### src/sv/clls_pkg.sv
package clls_pkg;

  typedef logic [2:0] req_t;

  localparam req_t REQ_FIRST   = 3'd0;
  localparam req_t REQ_ADVANCE = 3'd1;
  localparam req_t REQ_READ    = 3'd2;
  localparam req_t REQ_REMOVE  = 3'd3;
  localparam req_t REQ_APPEND  = 3'd4;

endpackage

### src/sv/clls_ram.sv
module clls_ram #(
  parameter int DEPTH = 64,
  parameter int WIDTH = 10
) (
  input  logic                     clk,
  input  logic                     we,
  input  logic [$clog2(DEPTH)-1:0] waddr,
  input  logic [WIDTH-1:0]         wdata,
  input  logic [$clog2(DEPTH)-1:0] raddr,
  output logic [WIDTH-1:0]         rdata
);

  logic [WIDTH-1:0] mem [DEPTH];
  logic [WIDTH-1:0] rdata_r;

  always_ff @(posedge clk) begin
    if (we) begin
      mem[waddr] <= wdata;
    end
  end

  // A write to the address being read is passed straight to the read register.
  always_ff @(posedge clk) begin
    if (we && (waddr == raddr)) begin
      rdata_r <= wdata;
    end else begin
      rdata_r <= mem[raddr];
    end
  end

  assign rdata = rdata_r;

endmodule

### src/sv/cursor_linked_list_store.sv
// A request taken at a clock edge has its result on the out_ ports during the
// following cycle, marked by out_valid for that one cycle.
// Throughput: one request per cycle; busy stays low, and the entry at the cursor and the top
// of the free stack are read ahead from the link memories for the next request.
// Reset (synchronous, active low) empties the list and unsets the cursor; no clearing pass.
module cursor_linked_list_store #(
  parameter int CAPACITY   = 64,
  parameter int COORD_BITS = 10
) (
  input  logic                            clk,
  input  logic                            rst_n,
  input  logic                            start,
  output logic                            busy,
  input  clls_pkg::req_t                  in_req_type,
  input  logic [COORD_BITS-1:0]           in_row,
  input  logic [COORD_BITS-1:0]           in_col,
  output logic                            out_valid,
  output logic                            out_ok,
  output logic [COORD_BITS-1:0]           out_row,
  output logic [COORD_BITS-1:0]           out_col,
  output logic [$clog2(CAPACITY+1)-1:0]   out_entry_count
);

  localparam int IDX_W = $clog2(CAPACITY);
  localparam int CNT_W = $clog2(CAPACITY + 1);

  localparam logic [1:0] MODE_UNSET  = 2'd0;
  localparam logic [1:0] MODE_AT     = 2'd1;
  localparam logic [1:0] MODE_BEFORE = 2'd2;

  logic [IDX_W-1:0] first_r, first_nxt;
  logic [IDX_W-1:0] last_r, last_nxt;
  logic [IDX_W-1:0] cursor_r, cursor_nxt;
  logic [1:0]       mode_r, mode_nxt;
  logic [CNT_W-1:0] count_r, count_nxt;
  logic [CNT_W-1:0] sp_r, sp_nxt;
  logic [CNT_W-1:0] wm_r, wm_nxt;

  logic                  out_valid_r;
  logic                  out_ok_r, ok_nxt;
  logic [COORD_BITS-1:0] out_row_r, row_nxt;
  logic [COORD_BITS-1:0] out_col_r, col_nxt;
  logic [CNT_W-1:0]      out_count_r;

  logic [COORD_BITS-1:0] cur_row, cur_col;
  logic [IDX_W-1:0]      cur_next, cur_prev, stack_top;

  logic                  data_we;
  logic [IDX_W-1:0]      data_waddr;
  logic                  next_we, prev_we, stack_we;
  logic [IDX_W-1:0]      next_waddr, next_wdata;
  logic [IDX_W-1:0]      prev_waddr, prev_wdata;
  logic [IDX_W-1:0]      stack_waddr, stack_wdata;
  logic [CNT_W-1:0]      sp_dec;
  logic [IDX_W-1:0]      stack_raddr;
  logic [IDX_W-1:0]      alloc;
  logic                  accept;

  assign busy   = 1'b0;
  assign accept = start && !busy;

  always_comb begin
    first_nxt   = first_r;
    last_nxt    = last_r;
    cursor_nxt  = cursor_r;
    mode_nxt    = mode_r;
    count_nxt   = count_r;
    sp_nxt      = sp_r;
    wm_nxt      = wm_r;
    ok_nxt      = 1'b0;
    row_nxt     = '0;
    col_nxt     = '0;
    data_we     = 1'b0;
    next_we     = 1'b0;
    prev_we     = 1'b0;
    stack_we    = 1'b0;
    next_waddr  = last_r;
    next_wdata  = '0;
    prev_waddr  = '0;
    prev_wdata  = last_r;
    stack_waddr = sp_r[IDX_W-1:0];
    stack_wdata = cursor_r;
    alloc       = (sp_r != '0) ? stack_top : wm_r[IDX_W-1:0];
    data_waddr  = alloc;
    if (accept) begin
      unique case (in_req_type) inside
        clls_pkg::REQ_FIRST: begin
          if (count_r != '0) begin
            cursor_nxt = first_r;
            mode_nxt   = MODE_AT;
            ok_nxt     = 1'b1;
          end
        end
        clls_pkg::REQ_ADVANCE: begin
          if (count_r != '0) begin
            if (mode_r == MODE_BEFORE) begin
              cursor_nxt = first_r;
              mode_nxt   = MODE_AT;
              ok_nxt     = 1'b1;
            end else if (mode_r == MODE_AT && cursor_r != last_r) begin
              cursor_nxt = cur_next;
              ok_nxt     = 1'b1;
            end
          end
        end
        clls_pkg::REQ_READ, clls_pkg::REQ_REMOVE: begin
          if (count_r != '0 && mode_r == MODE_AT) begin
            row_nxt = cur_row;
            col_nxt = cur_col;
            ok_nxt  = 1'b1;
            if (in_req_type == clls_pkg::REQ_REMOVE) begin
              if (cursor_r == first_r && cursor_r == last_r) begin
                mode_nxt   = MODE_BEFORE;
                cursor_nxt = '0;
              end else if (cursor_r == first_r) begin
                first_nxt  = cur_next;
                cursor_nxt = cur_next;
              end else if (cursor_r == last_r) begin
                last_nxt   = cur_prev;
                cursor_nxt = cur_prev;
              end else begin
                next_we    = 1'b1;
                next_waddr = cur_prev;
                next_wdata = cur_next;
                prev_we    = 1'b1;
                prev_waddr = cur_next;
                prev_wdata = cur_prev;
                cursor_nxt = cur_next;
              end
              stack_we  = 1'b1;
              sp_nxt    = sp_r + CNT_W'(1);
              count_nxt = count_r - CNT_W'(1);
            end
          end
        end
        clls_pkg::REQ_APPEND: begin
          if (count_r < CNT_W'(CAPACITY)) begin
            if (sp_r != '0) begin
              sp_nxt = sp_r - CNT_W'(1);
            end else begin
              wm_nxt = wm_r + CNT_W'(1);
            end
            data_we = 1'b1;
            if (count_r == '0) begin
              first_nxt = alloc;
            end else begin
              next_we    = 1'b1;
              next_wdata = alloc;
            end
            prev_we    = 1'b1;
            prev_waddr = alloc;
            last_nxt   = alloc;
            count_nxt  = count_r + CNT_W'(1);
            ok_nxt     = 1'b1;
          end
        end
        default: begin
        end
      endcase
    end
    sp_dec      = sp_nxt - CNT_W'(1);
    stack_raddr = sp_dec[IDX_W-1:0];
  end

  clls_ram #(.DEPTH(CAPACITY), .WIDTH(COORD_BITS)) u_row_ram (
    .clk   (clk),
    .we    (data_we),
    .waddr (data_waddr),
    .wdata (in_row),
    .raddr (cursor_nxt),
    .rdata (cur_row)
  );

  clls_ram #(.DEPTH(CAPACITY), .WIDTH(COORD_BITS)) u_col_ram (
    .clk   (clk),
    .we    (data_we),
    .waddr (data_waddr),
    .wdata (in_col),
    .raddr (cursor_nxt),
    .rdata (cur_col)
  );

  clls_ram #(.DEPTH(CAPACITY), .WIDTH(IDX_W)) u_next_ram (
    .clk   (clk),
    .we    (next_we),
    .waddr (next_waddr),
    .wdata (next_wdata),
    .raddr (cursor_nxt),
    .rdata (cur_next)
  );

  clls_ram #(.DEPTH(CAPACITY), .WIDTH(IDX_W)) u_prev_ram (
    .clk   (clk),
    .we    (prev_we),
    .waddr (prev_waddr),
    .wdata (prev_wdata),
    .raddr (cursor_nxt),
    .rdata (cur_prev)
  );

  clls_ram #(.DEPTH(CAPACITY), .WIDTH(IDX_W)) u_free_ram (
    .clk   (clk),
    .we    (stack_we),
    .waddr (stack_waddr),
    .wdata (stack_wdata),
    .raddr (stack_raddr),
    .rdata (stack_top)
  );

  always_ff @(posedge clk) begin
    if (!rst_n) begin
      first_r     <= '0;
      last_r      <= '0;
      cursor_r    <= '0;
      mode_r      <= MODE_UNSET;
      count_r     <= '0;
      sp_r        <= '0;
      wm_r        <= '0;
      out_valid_r <= 1'b0;
    end else begin
      first_r     <= first_nxt;
      last_r      <= last_nxt;
      cursor_r    <= cursor_nxt;
      mode_r      <= mode_nxt;
      count_r     <= count_nxt;
      sp_r        <= sp_nxt;
      wm_r        <= wm_nxt;
      out_valid_r <= accept;
    end
  end

  always_ff @(posedge clk) begin
    out_ok_r    <= ok_nxt;
    out_row_r   <= row_nxt;
    out_col_r   <= col_nxt;
    out_count_r <= count_nxt;
  end

  assign out_valid       = out_valid_r;
  assign out_ok          = out_ok_r;
  assign out_row         = out_row_r;
  assign out_col         = out_col_r;
  assign out_entry_count = out_count_r;

endmodule

### config.mk
export PLATFORM = sky130hd
export DESIGN_NAME = cursor_linked_list_store
export DESIGN_NICKNAME = d
export VERILOG_FILES = /design/src/sv/clls_pkg.sv /design/src/sv/clls_ram.sv /design/src/sv/cursor_linked_list_store.sv
export SDC_FILE = /design/constraint.sdc
export NUM_CORES = 2
export LEC_CHECK = 0
export ABC_CLOCK_PERIOD_IN_PS = 12700
export BUFFER_PORTS_ARGS = -buffer_cell sky130_fd_sc_hd__buf_4
export CAP_MARGIN = 10
export CORE_MARGIN = 2
export CORE_UTILIZATION = 60
export DETAILED_ROUTE_END_ITERATION = 12
export PLACE_DENSITY_LB_ADDON = 0.3
export SLEW_MARGIN = 30
export SYNTH_ARGS = -nofsm -noshare
export SYNTH_HDL_FRONTEND = slang
export SYNTH_SLANG_ARGS = --single-unit
### constraint.sdc
create_clock -name clk -period 12.7 [get_ports clk]
set_input_delay 1.905 -clock clk [delete_from_list [all_inputs] [get_ports clk]]
set_output_delay 1.905 -clock clk [all_outputs]
set_load 0.05 [all_outputs]
==> summary.md <==
| Metric | Value |
|---|---|
| CP bufs+invs | `1` |
| Initial Utilization | `0.605` |
| I/O pin count | `56` |
| Critical Path Fanout Max | `51` |
| Crit path capture type | `flop` |
| Share of cells above drive strength 1 | `0.274` |
| Area of the core | `163000 um2` |
| Number of nets in the layout | `4778` |
| Num CTS Buffers | `236` |
| Slowest stage cell, crit path | `nor4_1` |
| MaxCap Viol Count | `0` |
| Final Power | `17300 uW` |
| CP arrival | `6.56 ns` |
| Seq/Total Area, Yosys | `0.757` |
| Largest net degree at the start of global routing | `160` |
| Register bit total from synthesis | `2513` |
| GRT Residual Overflow | `0` |
| Routed Antenna Nets | `0` |
| Vias in the first global route | `49100` |
| Final core occ | `0.672` |
| Setup TNS | `0 ns` |
| Warnings, synthesis | `0` |
| Detailed placement HPWL | `131000 um` |
| Netlist Area Pre-Place | `98600 um2` |
| HP Class | `flop to flop` |
| Syn Nets | `4615` |
| Fill cell count | `9926` |
| # clock sinks | `2513` |
| Top-area cell type share of the netlist area | `0.741` |
| Clock skew | `0.0846 ns` |
| Clk_lat worst skew | `0.90 ns` |
| WL/cell | `33.1 um` |
| Die Span Y | `409 um` |
| Unrepaired setup endpoints after global routing | `false` |
| Area grow syn2layout | `11.2%` |
| Slew Viols, Final | `0` |
| Post-synth top flop | `edfxtp_1` |
| DRT Pass-1 Iters | `5` |
| Endpoints failing hold | `0` |
| Global-route wire length before repair | `342000 um` |
| H-tree levels | `4` |
| Count of final setup violators | `0` |
| Most frequent cells in the layout | `edfxtp_1, mux4_2, nor2_1` |
| Die ar. | `168000 um2` |
| Slew HR | `0.273` |
| Crit-path cells | `buf_4 > mux4_2 > a22oi_1 > a21oi_1 > nor4_1 > nor2_1 > a221o_1 > or4b_1 > nor2_1` |
| Tmin final | `6.07 ns` |
| CP Data Required Time | `13.19 ns` |
| Total wire length | `236000 um` |
| Clock Tree Buf Depth | `3` |
| Leakage | `0.0350 uW` |
| Most Frequent Cell on Critical Path | `nor2_1` |
| Post_cts resized | `0` |
| Power per Cell Area | `158 nW/um2` |
| Cell family with most CP delay | `simple AND/OR/NAND/NOR gates` |
| Num rows | `148` |
| Cells after Synth | `4583` |
| Worst VDD drop | `0.164 mV` |
| Final Cycle Share | `0.478` |
| Fmax | `165 MHz` |
| Status | `finished clean` |
| Clock root buffer | `clkbuf_16` |
| Slowest cell delay on critical path | `0.94 ns` |
| Vias | `48600` |
| CTS tree | `yes` |
| Async S/R FF share, synth | `0` |
| Chip width | `409 um` |
| CTS clk-pin slew, worst paths | `0.06 ns` |
| Leading cell type in the layout, fill and taps excluded | `edfxtp_1` |
| Port Buffers | `54` |
| Initial DRC count | `6473` |
| Slew @ Worst Pin | `1.08 ns` |
| Critical path class | `flop to flop` |
| Netlist cell types | `98` |
| Initial antenna violation count | `13` |
| Yosys top cell by area | `edfxtp_1` |
| Syn avg cell area | `21.5 um2` |
| Synth top area cells | `edfxtp_1, mux4_2, dfxtp_1` |
| Post-synth EDFFs | `2432` |
| Worst setup SP type | `flop` |
| Postcts setup bufs | `0` |
| Post-DR vias/cell | `6.81` |
| All-Layer GR Usage | `0.284` |
| Gp weighted congestion | `0.884` |
| Cts hold-fix bufs | `0` |
| DRC errors left | `0` |
-- Yosys cell counts (7+ instances only) --
master,n
dfxtp_1,81
xnor2_1,13
nand4_1,21
buf_2,83
o22ai_1,10
nor2_1,315
nand2b_1,15
o211ai_1,8
or3_1,15
inv_1,19
a22oi_1,53
nand2_2,8
and2_1,22
a211oi_1,24
o21a_1,7
buf_6,19
a21oi_1,41
a221oi_1,15
nor2b_1,51
nand2_1,86
xor2_1,13
edfxtp_1,2432
nand3_1,37
mux4_2,687
mux2_2,16
mux2i_1,121
buf_1,26
nor3_1,16
buf_4,32
a31oi_1,15
o21ai_0,41
clkbuf_1,87
o211a_1,8
-- kinds of logic after synthesis --
logic type | synth area share
flip-flops | 0.757
multiplexers | 0.172
buffers and inverters | 0.0148
adder cells (fa/ha/maj) | 0.000762
other | 0.0000380
XOR/XNOR | 0.00231
AND/OR/NAND/NOR | 0.0315
AO/OA/AOI/OAI | 0.0212
-- registers in the layout, indices dropped and copies added, names as in the netlist, named ones only --
register         cells
mode_r               2
sp_r                 7
count_r              7
out_row             10
u_next_ram.mem     384
u_prev_ram.mem     384
u_free_ram.mem     384
u_row_ram.mem      640
first_r              6
out_ok               1
out_col             10
last_r               6
wm_r                 6
out_entry_count      7
out_valid            1
cursor_r             6
u_col_ram.mem      640
-- layer usage --
| metal | global-route usage | vias up | routed length (um) |
|---|---|---|---|
| li1 | - | 19500 | - |
| met1 | 0.376 | 25500 | 84100 |
| met2 | 0.469 | 3001 | 120000 |
| met3 | 0.0511 | 535 | 21200 |
| met4 | 0.125 | 6 | 11300 |
| met5 | 0 | - | 26 |
-- per-stage QoR --
step	hold slack (ns)	std cells	worst slack, ns	instance area, um2
finish	0.530	7138	6.63	110000
CTS	0.519	7128	6.17	109000
detailed placement	0.506	6679	6.13	102000
floorplan	0.468	4583	6.73	98600
global placement	0.497	6679	5.97	102000
global route	0.549	7135	6.29	110000
-- tightest hold or removal path, cell delays in order, from the launching register on --
cell	delay [ns]
dfxtp_1	0.33
o21ai_0	0.08
a21oi_1	0.07
-- worst paths after layout --
kind | start | slack, ns | depth (start not counted) | end
max | flop | 6.63 | 9 | u_prev_ram.mem[19][0]
min | sp_r[6] | 0.53 | 2 | sp_r[6]
max reg2reg | flop | 6.63 | 9 | u_prev_ram.mem[19][0]
min reg2reg | sp_r[6] | 0.53 | 2 | sp_r[6]
-- power breakdown --
| part | internal, uW | switching [uW] | leakage (uW) |
|---|---|---|---|
| combinational | 438 | 670 | 0.00733 |
| sequential | 9080 | 50.2 | 0.0239 |
| clock | 3950 | 3090 | 0.00377 |
-- final cells by class --
cell class	count	area (um2)	area share
antenna	6	15.0	0.000137
clock buffer	303	6250	0.0570
clock inverter	146	1590	0.0145
inverter	23	91.3	0.000834
multi-input combinational	1795	22700	0.207
sequential	2513	74700	0.682
tap	2175	2720	0.0248
timing repair buffer	177	1480	0.0135
(Power assumes the default switching activity.)
